File: src/hdl/tita_pkg.sv
// tita_pkg: shared types, codes and constants of the tickless idle tick accounting unit
// no dependencies; used by tita_div and tickless_idle_tick_accounting_unit

package tita_pkg;

    // tick width default
    localparam int TICK_BITS_DEF = 32;

    // configuration register widths
    localparam int SPS_W  = 16;
    localparam int TR_W   = 14;
    localparam int WCLK_W = 21;
    localparam int CMAX_W = 17;
    localparam int THR_W  = 8;

    localparam int CFG_IDX_W  = 3;
    localparam int CFG_DATA_W = 21;

    // configuration register indexes
    localparam logic [CFG_IDX_W-1:0] REG_SPS       = 3'd0;
    localparam logic [CFG_IDX_W-1:0] REG_TICK_RATE = 3'd1;
    localparam logic [CFG_IDX_W-1:0] REG_WAKE_CLK  = 3'd2;
    localparam logic [CFG_IDX_W-1:0] REG_COUNT_MAX = 3'd3;
    localparam logic [CFG_IDX_W-1:0] REG_DEEP_THR  = 3'd4;
    localparam logic [CFG_IDX_W-1:0] REG_DEEP_DIS  = 3'd5;

    // configuration reset values
    localparam logic [SPS_W-1:0]  SPS_RST  = 16'd32768;
    localparam logic [TR_W-1:0]   TR_RST   = 14'd1000;
    localparam logic [WCLK_W-1:0] WCLK_RST = 21'd2048;
    localparam logic [CMAX_W-1:0] CMAX_RST = 17'd65536;
    localparam logic [THR_W-1:0]  THR_RST  = 8'd5;

    // largest usable wakeup count, keeps the load value in 16 bits
    localparam logic [CMAX_W-1:0] WAKE_COUNT_LIMIT = 17'd65536;

    // seconds in one day
    localparam int DAY_W = 17;
    localparam logic [DAY_W-1:0] SECONDS_PER_DAY = DAY_W'(24 * 60 * 60);

    // sleep mode codes
    localparam logic [1:0] MODE_NONE  = 2'd0;
    localparam logic [1:0] MODE_LIGHT = 2'd1;
    localparam logic [1:0] MODE_DEEP  = 2'd2;
    localparam logic [1:0] MODE_ABORT = 2'd3;

    // shared divider geometry
    localparam int DIV_Q_W     = 32;
    localparam int DIV_D_W     = 21;
    localparam int DIV_HI_W    = DIV_D_W + 1;
    localparam int DIV_STEPS   = DIV_Q_W;
    localparam int DIV_CNT_W   = $clog2(DIV_STEPS + 1);

    typedef struct packed {
        logic                start;
        logic [DIV_HI_W-1:0] hi;
        logic [DIV_Q_W-1:0]  lo;
        logic [DIV_D_W-1:0]  divisor;
    } div_req_t;

    typedef struct packed {
        logic               busy;
        logic               done;
        logic               ovf;
        logic [DIV_Q_W-1:0] quo;
    } div_stat_t;

endpackage

File: src/hdl/tita_div.sv
// tita_div: shared restoring divider, one quotient bit per cycle
// depends on tita_pkg (div_req_t, div_stat_t, divider widths)

module tita_div
    import tita_pkg::*;
(
    input  logic      aclk,
    input  logic      aresetn,
    input  div_req_t  req,
    output div_stat_t stat
);

    logic                 busy_reg;
    logic                 done_reg;
    logic                 ovf_reg;
    logic [DIV_CNT_W-1:0] cnt_reg;
    logic [DIV_D_W-1:0]   rem_reg;
    logic [DIV_Q_W-1:0]   quo_reg;
    logic [DIV_D_W-1:0]   dvs_reg;

    logic [DIV_D_W:0]     trial;
    logic [DIV_D_W:0]     diff;
    logic                 fits;

    // shift in the next dividend bit and try the subtract
    assign trial = {rem_reg, quo_reg[DIV_Q_W-1]};
    assign diff  = trial - {1'b0, dvs_reg};
    assign fits  = trial >= {1'b0, dvs_reg};

    always_ff @(posedge aclk) begin
        if (!aresetn) begin
            busy_reg <= 1'b0;
            done_reg <= 1'b0;
            ovf_reg  <= 1'b0;
            cnt_reg  <= '0;
        end else begin
            done_reg <= 1'b0;
            if (req.start) begin
                busy_reg <= 1'b1;
                cnt_reg  <= DIV_CNT_W'(DIV_STEPS);
                // quotient would not fit 32 bits
                ovf_reg  <= req.hi >= {1'b0, req.divisor};
            end else if (busy_reg) begin
                cnt_reg <= cnt_reg - DIV_CNT_W'(1);
                if (cnt_reg == DIV_CNT_W'(1)) begin
                    busy_reg <= 1'b0;
                    done_reg <= 1'b1;
                end
            end
        end
    end

    always_ff @(posedge aclk) begin
        if (req.start) begin
            dvs_reg <= req.divisor;
            rem_reg <= req.hi[DIV_D_W-1:0];
            quo_reg <= req.lo;
        end else if (busy_reg) begin
            rem_reg <= fits ? diff[DIV_D_W-1:0] : trial[DIV_D_W-1:0];
            quo_reg <= {quo_reg[DIV_Q_W-2:0], fits};
        end
    end

    assign stat.busy = busy_reg;
    assign stat.done = done_reg;
    assign stat.ovf  = ovf_reg;
    assign stat.quo  = quo_reg;

endmodule

File: src/hdl/tickless_idle_tick_accounting_unit.sv
// tickless_idle_tick_accounting_unit: top level, sequencer, config registers, result register
// depends on tita_pkg and tita_div
//
//  channel   direction  signals                                        use
//  s_        in         s_valid/s_ready + command, ticks, rtc fields   plan or finish request
//  m_        out        m_valid/m_ready + mode, counter, tick fields    one result per request
//  cfg_      in         cfg_valid/cfg_ready + cfg_index, cfg_data       register write, always ready
//
//  divisions: each 32-bit division runs in the shared divider; a deep plan needs two,
//  a finish one
//  reset: synchronous active-low aresetn; config takes its default values, state clears
//  stalls: a held result sits in the output register while the next request is accepted;
//  the sequencer only waits in its last step if that register is still full

module tickless_idle_tick_accounting_unit
    import tita_pkg::*;
#(
    parameter int TICK_BITS = TICK_BITS_DEF
) (
    input  logic                  aclk,
    input  logic                  aresetn,

    input  logic                  s_valid,
    output logic                  s_ready,
    input  logic                  s_command,
    input  logic [31:0]           s_expected_idle_ticks,
    input  logic                  s_stop_blocked,
    input  logic [31:0]           s_rtc_subticks,
    input  logic                  s_rtc_valid,

    output logic                  m_valid,
    input  logic                  m_ready,
    output logic [1:0]            m_sleep_mode,
    output logic [15:0]           m_wakeup_counter,
    output logic [31:0]           m_completed_ticks,
    output logic [31:0]           m_step_ticks,
    output logic                  m_tick_pending,

    input  logic                  cfg_valid,
    output logic                  cfg_ready,
    input  logic [CFG_IDX_W-1:0]  cfg_index,
    input  logic [CFG_DATA_W-1:0] cfg_data
);

    // ticks are kept to at most 32 bits
    localparam int TW    = (TICK_BITS >= 32) ? 32 : TICK_BITS;
    localparam int NUM_W = 55;
    localparam int MX_W  = 34;
    localparam int MY_W  = 21;
    localparam int ST_W  = 4;

    localparam logic [ST_W-1:0] ST_IDLE   = 4'd0;
    localparam logic [ST_W-1:0] ST_PLAN_A = 4'd1;   // zero check, count max times tick rate
    localparam logic [ST_W-1:0] ST_PLAN_B = 4'd2;   // start max idle division
    localparam logic [ST_W-1:0] ST_PLAN_C = 4'd3;   // clamp idle ticks
    localparam logic [ST_W-1:0] ST_PLAN_D = 4'd4;   // pick mode, idle times wakeup clock
    localparam logic [ST_W-1:0] ST_PLAN_E = 4'd5;   // round-up bias
    localparam logic [ST_W-1:0] ST_PLAN_F = 4'd6;   // start count division
    localparam logic [ST_W-1:0] ST_PLAN_G = 4'd7;   // clamp counts, arm deep sleep
    localparam logic [ST_W-1:0] ST_FIN_A  = 4'd8;   // snapshot check, day length
    localparam logic [ST_W-1:0] ST_FIN_B  = 4'd9;   // day minus before
    localparam logic [ST_W-1:0] ST_FIN_C  = 4'd10;  // elapsed subticks with day wrap
    localparam logic [ST_W-1:0] ST_FIN_D  = 4'd11;  // elapsed times tick rate
    localparam logic [ST_W-1:0] ST_FIN_E  = 4'd12;  // start tick division
    localparam logic [ST_W-1:0] ST_FIN_F  = 4'd13;  // clamp to planned ticks
    localparam logic [ST_W-1:0] ST_OUT    = 4'd14;  // hand result to output register

    // configuration registers
    logic [SPS_W-1:0]  sps_reg;
    logic [TR_W-1:0]   tr_reg;
    logic [WCLK_W-1:0] wclk_reg;
    logic [CMAX_W-1:0] cmax_reg;
    logic [THR_W-1:0]  thr_reg;
    logic              deep_dis_reg;

    // zero rates read as one, count max limited to the 16-bit load range
    logic [SPS_W-1:0]  sps_eff;
    logic [TR_W-1:0]   tr_eff;
    logic [WCLK_W-1:0] wclk_eff;
    logic [CMAX_W-1:0] cmax_eff;

    // sequencer and accounting state
    logic [ST_W-1:0]   state_reg,   state_next;
    logic              snap_reg,    snap_next;
    logic [TW-1:0]     planned_reg, planned_next;
    logic [31:0]       before_reg,  before_next;

    // working registers
    logic [31:0]       idle_reg,    idle_next;
    logic              blk_reg,     blk_next;
    logic [31:0]       cap_reg,     cap_next;
    logic              rv_reg,      rv_next;
    logic [NUM_W-1:0]  num_reg,     num_next;
    logic [32:0]       day_reg,     day_next;
    logic              ge_reg,      ge_next;

    // staged result
    logic [1:0]        res_mode_reg, res_mode_next;
    logic [15:0]       res_cnt_reg,  res_cnt_next;
    logic [31:0]       res_done_reg, res_done_next;
    logic [31:0]       res_step_reg, res_step_next;
    logic              res_pend_reg, res_pend_next;

    // output register
    logic              m_valid_reg;
    logic [1:0]        m_mode_reg;
    logic [15:0]       m_cnt_reg;
    logic [31:0]       m_done_reg;
    logic [31:0]       m_step_reg;
    logic              m_pend_reg;
    logic              load_out;

    // shared multiplier, operands chosen by the sequencer
    logic [MX_W-1:0]   mul_x;
    logic [MY_W-1:0]   mul_y;
    logic [NUM_W-1:0]  mul_p;

    div_req_t          div_req;
    div_stat_t         div_stat;

    logic [31:0]       idle_cl;
    logic [31:0]       planned32;
    logic [CMAX_W-1:0] counts;
    logic [31:0]       ticks;
    logic              s_take;

    tita_div u_div (
        .aclk    (aclk),
        .aresetn (aresetn),
        .req     (div_req),
        .stat    (div_stat)
    );

    assign sps_eff  = (sps_reg == '0)  ? SPS_W'(1)  : sps_reg;
    assign tr_eff   = (tr_reg == '0)   ? TR_W'(1)   : tr_reg;
    assign wclk_eff = (wclk_reg == '0) ? WCLK_W'(1) : wclk_reg;
    assign cmax_eff = (cmax_reg == '0) ? CMAX_W'(1) :
                      (cmax_reg > WAKE_COUNT_LIMIT) ? WAKE_COUNT_LIMIT : cmax_reg;

    assign s_ready   = (state_reg == ST_IDLE);
    assign s_take    = s_valid && s_ready;
    assign cfg_ready = 1'b1;
    assign load_out  = (state_reg == ST_OUT) && (!m_valid_reg || m_ready);
    assign planned32 = 32'(planned_reg);

    // multiplier operand select
    always_comb begin
        mul_x = '0;
        mul_y = '0;
        case (state_reg)
            ST_PLAN_A: begin
                mul_x = MX_W'(cmax_eff);
                mul_y = MY_W'(tr_eff);
            end
            ST_PLAN_D: begin
                mul_x = MX_W'(idle_reg);
                mul_y = MY_W'(wclk_eff);
            end
            ST_FIN_A: begin
                mul_x = MX_W'(SECONDS_PER_DAY);
                mul_y = MY_W'(sps_eff);
            end
            ST_FIN_D: begin
                mul_x = num_reg[MX_W-1:0];
                mul_y = MY_W'(tr_eff);
            end
            default: begin
                mul_x = '0;
                mul_y = '0;
            end
        endcase
    end

    assign mul_p = mul_x * mul_y;

    // divider request: dividend always comes from num_reg
    always_comb begin
        div_req.start   = 1'b0;
        div_req.hi      = num_reg[DIV_Q_W +: DIV_HI_W];
        div_req.lo      = num_reg[DIV_Q_W-1:0];
        div_req.divisor = wclk_eff;
        case (state_reg)
            ST_PLAN_B: begin
                div_req.start   = 1'b1;
                div_req.divisor = wclk_eff;
            end
            ST_PLAN_F: begin
                div_req.start   = 1'b1;
                div_req.divisor = DIV_D_W'(tr_eff);
            end
            ST_FIN_E: begin
                div_req.start   = 1'b1;
                div_req.divisor = DIV_D_W'(sps_eff);
            end
            default: begin
                div_req.start   = 1'b0;
            end
        endcase
    end

    // idle ticks limited by the wakeup range; a zero range keeps them as they are
    assign idle_cl = (div_stat.quo != '0 && idle_reg > div_stat.quo) ? div_stat.quo : idle_reg;

    // counts rounded up, kept in 1..max
    always_comb begin
        if (div_stat.ovf || div_stat.quo > 32'(cmax_eff)) begin
            counts = cmax_eff;
        end else if (div_stat.quo == '0) begin
            counts = CMAX_W'(1);
        end else begin
            counts = div_stat.quo[CMAX_W-1:0];
        end
    end

    // elapsed ticks limited to the plan, which already fits the tick width
    assign ticks = (div_stat.ovf || div_stat.quo > planned32) ? planned32 : div_stat.quo;

    // sequencer
    always_comb begin
        state_next    = state_reg;
        snap_next     = snap_reg;
        planned_next  = planned_reg;
        before_next   = before_reg;
        idle_next     = idle_reg;
        blk_next      = blk_reg;
        cap_next      = cap_reg;
        rv_next       = rv_reg;
        num_next      = num_reg;
        day_next      = day_reg;
        ge_next       = ge_reg;
        res_mode_next = res_mode_reg;
        res_cnt_next  = res_cnt_reg;
        res_done_next = res_done_reg;
        res_step_next = res_step_reg;
        res_pend_next = res_pend_reg;

        case (state_reg)
            ST_IDLE: begin
                if (s_take) begin
                    idle_next     = 32'(s_expected_idle_ticks[TW-1:0]);
                    blk_next      = s_stop_blocked;
                    cap_next      = s_rtc_subticks;
                    rv_next       = s_rtc_valid;
                    res_mode_next = MODE_NONE;
                    res_cnt_next  = '0;
                    res_done_next = '0;
                    res_step_next = '0;
                    res_pend_next = 1'b0;
                    state_next    = s_command ? ST_FIN_A : ST_PLAN_A;
                end
            end
            ST_PLAN_A: begin
                snap_next = 1'b0;
                if (idle_reg == '0) begin
                    planned_next = '0;
                    state_next   = ST_OUT;
                end else begin
                    num_next   = mul_p;
                    state_next = ST_PLAN_B;
                end
            end
            ST_PLAN_B: begin
                state_next = ST_PLAN_C;
            end
            ST_PLAN_C: begin
                if (div_stat.done) begin
                    idle_next    = idle_cl;
                    planned_next = idle_cl[TW-1:0];
                    state_next   = ST_PLAN_D;
                end
            end
            ST_PLAN_D: begin
                if (idle_reg < 32'(thr_reg) || blk_reg || deep_dis_reg) begin
                    res_mode_next = MODE_LIGHT;
                    state_next    = ST_OUT;
                end else if (!rv_reg) begin
                    res_mode_next = MODE_ABORT;
                    state_next    = ST_OUT;
                end else begin
                    num_next   = mul_p;
                    state_next = ST_PLAN_E;
                end
            end
            ST_PLAN_E: begin
                num_next   = num_reg + NUM_W'(tr_eff - TR_W'(1));
                state_next = ST_PLAN_F;
            end
            ST_PLAN_F: begin
                state_next = ST_PLAN_G;
            end
            ST_PLAN_G: begin
                if (div_stat.done) begin
                    res_mode_next = MODE_DEEP;
                    res_cnt_next  = 16'(counts - CMAX_W'(1));
                    before_next   = cap_reg;
                    snap_next     = 1'b1;
                    state_next    = ST_OUT;
                end
            end
            ST_FIN_A: begin
                snap_next = 1'b0;
                if (snap_reg && rv_reg) begin
                    day_next   = mul_p[32:0];
                    state_next = ST_FIN_B;
                end else begin
                    state_next = ST_OUT;
                end
            end
            ST_FIN_B: begin
                ge_next    = cap_reg >= before_reg;
                // a capture beyond one day leaves nothing of the day
                num_next   = (33'(before_reg) > day_reg) ? '0
                                                         : NUM_W'(day_reg - 33'(before_reg));
                state_next = ST_FIN_C;
            end
            ST_FIN_C: begin
                num_next   = ge_reg ? NUM_W'(cap_reg - before_reg) : num_reg + NUM_W'(cap_reg);
                state_next = ST_FIN_D;
            end
            ST_FIN_D: begin
                num_next   = mul_p;
                state_next = ST_FIN_E;
            end
            ST_FIN_E: begin
                state_next = ST_FIN_F;
            end
            ST_FIN_F: begin
                if (div_stat.done) begin
                    res_done_next = ticks;
                    if (ticks != '0) begin
                        res_step_next = ticks - 32'd1;
                        res_pend_next = 1'b1;
                    end
                    state_next = ST_OUT;
                end
            end
            ST_OUT: begin
                if (load_out) begin
                    state_next = ST_IDLE;
                end
            end
            default: begin
                state_next = ST_IDLE;
            end
        endcase
    end

    // control state
    always_ff @(posedge aclk) begin
        if (!aresetn) begin
            state_reg   <= ST_IDLE;
            snap_reg    <= 1'b0;
            planned_reg <= '0;
            before_reg  <= '0;
        end else begin
            state_reg   <= state_next;
            snap_reg    <= snap_next;
            planned_reg <= planned_next;
            before_reg  <= before_next;
        end
    end

    // working and staged result payload
    always_ff @(posedge aclk) begin
        idle_reg     <= idle_next;
        blk_reg      <= blk_next;
        cap_reg      <= cap_next;
        rv_reg       <= rv_next;
        num_reg      <= num_next;
        day_reg      <= day_next;
        ge_reg       <= ge_next;
        res_mode_reg <= res_mode_next;
        res_cnt_reg  <= res_cnt_next;
        res_done_reg <= res_done_next;
        res_step_reg <= res_step_next;
        res_pend_reg <= res_pend_next;
    end

    // configuration writes, indexes beyond the list are dropped
    always_ff @(posedge aclk) begin
        if (!aresetn) begin
            sps_reg      <= SPS_RST;
            tr_reg       <= TR_RST;
            wclk_reg     <= WCLK_RST;
            cmax_reg     <= CMAX_RST;
            thr_reg      <= THR_RST;
            deep_dis_reg <= 1'b0;
        end else if (cfg_valid && cfg_ready) begin
            case (cfg_index)
                REG_SPS:       sps_reg      <= cfg_data[SPS_W-1:0];
                REG_TICK_RATE: tr_reg       <= cfg_data[TR_W-1:0];
                REG_WAKE_CLK:  wclk_reg     <= cfg_data[WCLK_W-1:0];
                REG_COUNT_MAX: cmax_reg     <= cfg_data[CMAX_W-1:0];
                REG_DEEP_THR:  thr_reg      <= cfg_data[THR_W-1:0];
                REG_DEEP_DIS:  deep_dis_reg <= cfg_data[0];
                default: begin
                end
            endcase
        end
    end

    // output register
    always_ff @(posedge aclk) begin
        if (!aresetn) begin
            m_valid_reg <= 1'b0;
        end else if (load_out) begin
            m_valid_reg <= 1'b1;
        end else if (m_ready) begin
            m_valid_reg <= 1'b0;
        end
    end

    always_ff @(posedge aclk) begin
        if (load_out) begin
            m_mode_reg <= res_mode_reg;
            m_cnt_reg  <= res_cnt_reg;
            m_done_reg <= res_done_reg;
            m_step_reg <= res_step_reg;
            m_pend_reg <= res_pend_reg;
        end
    end

    assign m_valid           = m_valid_reg;
    assign m_sleep_mode      = m_mode_reg;
    assign m_wakeup_counter  = m_cnt_reg;
    assign m_completed_ticks = m_done_reg;
    assign m_step_ticks      = m_step_reg;
    assign m_tick_pending    = m_pend_reg;

`ifndef SYNTHESIS
    // only an armed deep plan carries a wakeup load value
    a_wake_only_deep: assert property (@(posedge aclk) disable iff (!aresetn)
        m_valid && m_sleep_mode != MODE_DEEP |-> m_wakeup_counter == '0)
        else $error("wakeup counter set on a result that is not deep armed");

    // pending tick exactly when ticks completed, step one less
    a_pend_step: assert property (@(posedge aclk) disable iff (!aresetn)
        m_valid |-> (m_tick_pending == (m_completed_ticks != '0)) &&
                    (!m_tick_pending || m_step_ticks == m_completed_ticks - 32'd1))
        else $error("tick pending or step ticks disagree with completed ticks");

    // divider is never restarted mid-division
    a_div_idle_start: assert property (@(posedge aclk) disable iff (!aresetn)
        div_req.start |-> !div_stat.busy)
        else $error("divider started while busy");

    // snapshot is only taken by an armed deep plan
    a_snap_from_deep: assert property (@(posedge aclk) disable iff (!aresetn)
        $rose(snap_reg) |-> $past(state_reg) == ST_PLAN_G && res_mode_reg == MODE_DEEP)
        else $error("snapshot set outside deep arming");
`endif

endmodule

File: config.mk
export PLATFORM = sky130hd
export DESIGN_NAME = tickless_idle_tick_accounting_unit
export DESIGN_NICKNAME = d
export VERILOG_FILES = /design/src/hdl/tita_pkg.sv /design/src/hdl/tita_div.sv /design/src/hdl/tickless_idle_tick_accounting_unit.sv
export SDC_FILE = /design/constraint.sdc
export NUM_CORES = 2
export LEC_CHECK = 0
export CORE_ASPECT_RATIO = 0.6
export CORE_MARGIN = 8
export CORE_UTILIZATION = 65
export DETAILED_ROUTE_END_ITERATION = 16
export DONT_BUFFER_PORTS = 1
export PLACE_DENSITY_LB_ADDON = 0.2
export SLEW_MARGIN = 20
export SYNTH_ARGS = -nofsm -noshare
export SYNTH_HDL_FRONTEND = slang
export SYNTH_SLANG_ARGS = --single-unit
File: constraint.sdc
create_clock -name aclk -period 25.2 [get_ports aclk]
set_input_delay 3.78 -clock aclk [delete_from_list [all_inputs] [get_ports aclk]]
set_output_delay 3.78 -clock aclk [all_outputs]
set_load 0.05 [all_outputs]
==> summary.txt <==
Outcome
  – Status: finished, final reports clean

Die
  – Total I/O pin count: ~180
  – Core box area: 0.0897 mm2
  – Die Span Y: 249 um
  – Cell Rows: 85
  – Initial Util: 65.6%
  – Die Footprint: 0.101 mm2
  – Die X: 404 um

Clocking
  – Clk pin slew, worst setup/hold paths: 80 ps
  – Post-CTS Hold Buffers: 0
  – Htree depth: 2
  – Clk_lat worst skew: 650 ps
  – Post-CTS Setup Bufs: 0
  – Clock root buffer: clkbuf_16
  – Clock sink total: 550
  – CTS Buf Count: 50
  – Clk buf depth: 3
  – Cts repair resizes: 0
  – CTS tree: built

Final layout
  – Commonest non-fill, non-tap cell in the layout: nand2_1
  – Layout area overhead: 5.56%
  – Largest register FFs: between 50 and 60
  – Layout net count: 7830
  – Fill cell count: 7187
  – Share of layout cells above drive strength 1: under 10%
  – Commonest cells after routing, fill and taps aside: nand2_1 (1071), inv_1 (914), nor2_1 (660)

Synth
  – Seq/Total Area, Yosys: 25.4%
  – Area fraction of the dominant cell type after synthesis: 20.7%
  – Synth top area cells: fa_1 (21%), edfxtp_1 (20%), ha_1 (9.4%)
  – Synthesis warning total: 0
  – Dominant synthesized flop cell: edfxtp_1
  – Synthesized flop and latch total: 550
  – EDFF count, synth: 394
  – Gate Count Post-Synth: 6809
  – Synth area leader: fa_1
  – Yosys cell types: 86
  – Async SR Flop Fraction: 0%
  – Avg Cell Area, Syn: around 8.6 um2
  – Mapped Area: 0.0588 mm2

Detailed routing
  – Post-Route WL: 226 mm
  – DR vias/cell: 6.70
  – Post-DRT Antenna Nets: 0
  – DRC Markers: 0
  – Drt wl/cell: 28.3 um
  – Vias after detailed routing: 53300
  – Drt first pass iters: 9
  – DRT iter0 DRCs: between 9000 and 10000

Global routing
  – Congestion Overflow GR: 0
  – Routing usage on met1: 62.2%
  – Initial antenna violation count: 14
  – Met2 usage: 53.2%
  – Number of global-route vias before repair: 49800
  – Largest net degree at the start of global routing: 90
  – Total track usage: a little over two fifths
  – Global-route wire length before repair: approximately 330 mm
  – Grt peak-use layer: met1
  – Met3 Usage GRT: approximately a quarter

Flow run
  – Max-Cap Viols: 0

Timing
  – Skew final: 34.8 ps
  – Min Tclk post-route: 11440 ps
  – Final Hold Vio Count: 0
  – Period Utilization, post-route: 45.4%
  – Count of final setup violators: 0
  – Slew @ Worst Pin: ~1300 ps
  – Relative slew slack: 13.6%
  – Setup TNS: 0 ps
  – Max frequency: just under 0.09 GHz
  – Fin. max-slew vios: 0
  – Unrepaired setup endpoints after global routing: false

Worst setup path
  – CP endpoint kind: flip-flop
  – R2r worst-path depth: 30
  – Kind of critical path: reg2reg
  – Reg2Reg Capture Point: num_reg[53]
  – CP max FO: 69
  – Worst path required time: 25570 ps
  – Crit-path leading delay family: compound AO/OA/AOI/OAI gates
  – Critical Path Stages: 30
  – Crit start category: flip-flop
  – Flop2flop setup slack: between 10000 and 15000 ps
  – Most Frequent Cell on Critical Path: fa_1
  – Slowest cell on the critical path: dfxtp_1
  – Worst path max stage delay: 760 ps
  – Worst EP arrival: 11820 ps
  – Worst reg2reg startpoint: state_reg[2]
  – CP Buf/Inv Count: 6

Pwr
  – Power density over the cells: 91.0 mW/mm2
  – Total power: around 5.7 mW
  – Leakage power: 26.5 nW
  – Max IR drop VDD: 0.0986 mV

Min path
  – Hold Path Depth: 0
  – Worst Min Path Start: res_cnt_reg[15]
  – Worst min path class: reg2reg
  – Worst Hold Path EP: m_wakeup_counter[15]

Placement
  – Buffers on Ports: 0
  – Dpl hpwl: 179 mm
  – Gpl congestion: 1.08
cells by family after synthesis:
kind of cell	share of synthesized area [%]
AND/OR/NAND/NOR	17.0
other	0.0128
adder cells (fa/ha/maj)	30.2
buffers and inverters	7.90
flip-flops	25.4
AO/OA/AOI/OAI	14.6
multiplexers	1.13
XOR/XNOR	3.81
worst register-to-register path, delay by kind of cell, from the launching register on:
family          cells  cell delay (ps)
compound gates     11             4020
fa+ha+maj           8             3960
simple gates        5             1250
buf+inv             6             1200
flops               1              760
stage by stage:
step / area, um2 / util (%) / instances / hold slack (ps) / setup slack (ps)
final: 62100 / 69.3 / 7957 / 419 / 13760
after global routing: 62100 / 69.3 / 7945 / 423 / 13390
after CTS: 62000 / 69.2 / 7939 / 414 / 14210
after detailed placement: 60300 / 67.2 / 7845 / 405 / 14300
after global placement: 60300 / 67.2 / 7844 / 401 / 14320
after floorplan: 58900 / - / 6821 / 400 / 16490
power by group:
| group | switching (mW) | total, mW | leakage (nW) | internal, mW |
|---|---|---|---|---|
| Combinational | 2.20 | 3.19 | 20.7 | 0.992 |
| Sequential | 0.323 | 1.62 | 4.94 | 1.30 |
| Clock | 0.398 | 0.843 | 0.847 | 0.445 |
metal layers:
layer,vias up,wire (um)
met5,-,495
met4,18,10300
met3,632,47000
met2,4684,80200
met1,25300,87600
li1,22600,-
worst max-delay path by stage:
stage | start | endpoint | slack [ps]
after floorplan | state_reg[1] | num_reg[53] | 16490
after CTS | state_reg[2] | num_reg[53] | 14210
after detailed placement | state_reg[2] | num_reg[53] | 14300
after global routing | state_reg[2] | num_reg[53] | 13390
final | state_reg[2] | num_reg[53] | 13760
after global placement | state_reg[2] | num_reg[53] | 14320
synthesized netlist by cell type (all sizes together) (12+ instances only):
cell type,n
a21oi,424
nand2,1072
o211ai,28
o22ai,13
fa,609
o21bai,39
nor2,668
o31ai,15
nor2b,44
inv,917
a21boi,16
nand3,82
edfxtp,394
a211oi,41
nand4,127
a221oi,20
a22oi,64
and3,40
a22o,20
mux2,16
nor3,72
nand2b,44
o31a,12
or2,17
nor4,44
xor2,98
o21a,46
and2,42
ha,444
buf,48
o21ai,229
or3,19
a21o,149
a221o,14
mux2i,48
clkbuf,266
xnor2,158
a31oi,108
dfxtp,156
area by class of cell:
cell class              instances  area (um2)  area share [%]
flip-flops and latches        550       15000            24.1
well taps                    1218        1520            2.45
clock inverters                33         373           0.600
inverters                     917        3440            5.54
repair buffers                122         948            1.53
multi-input cells            5040       39500            63.5
diodes                         16        40.0          0.0645
clock buffers                  61        1370            2.20
Note: power is estimated with default switching activity, not from simulation.
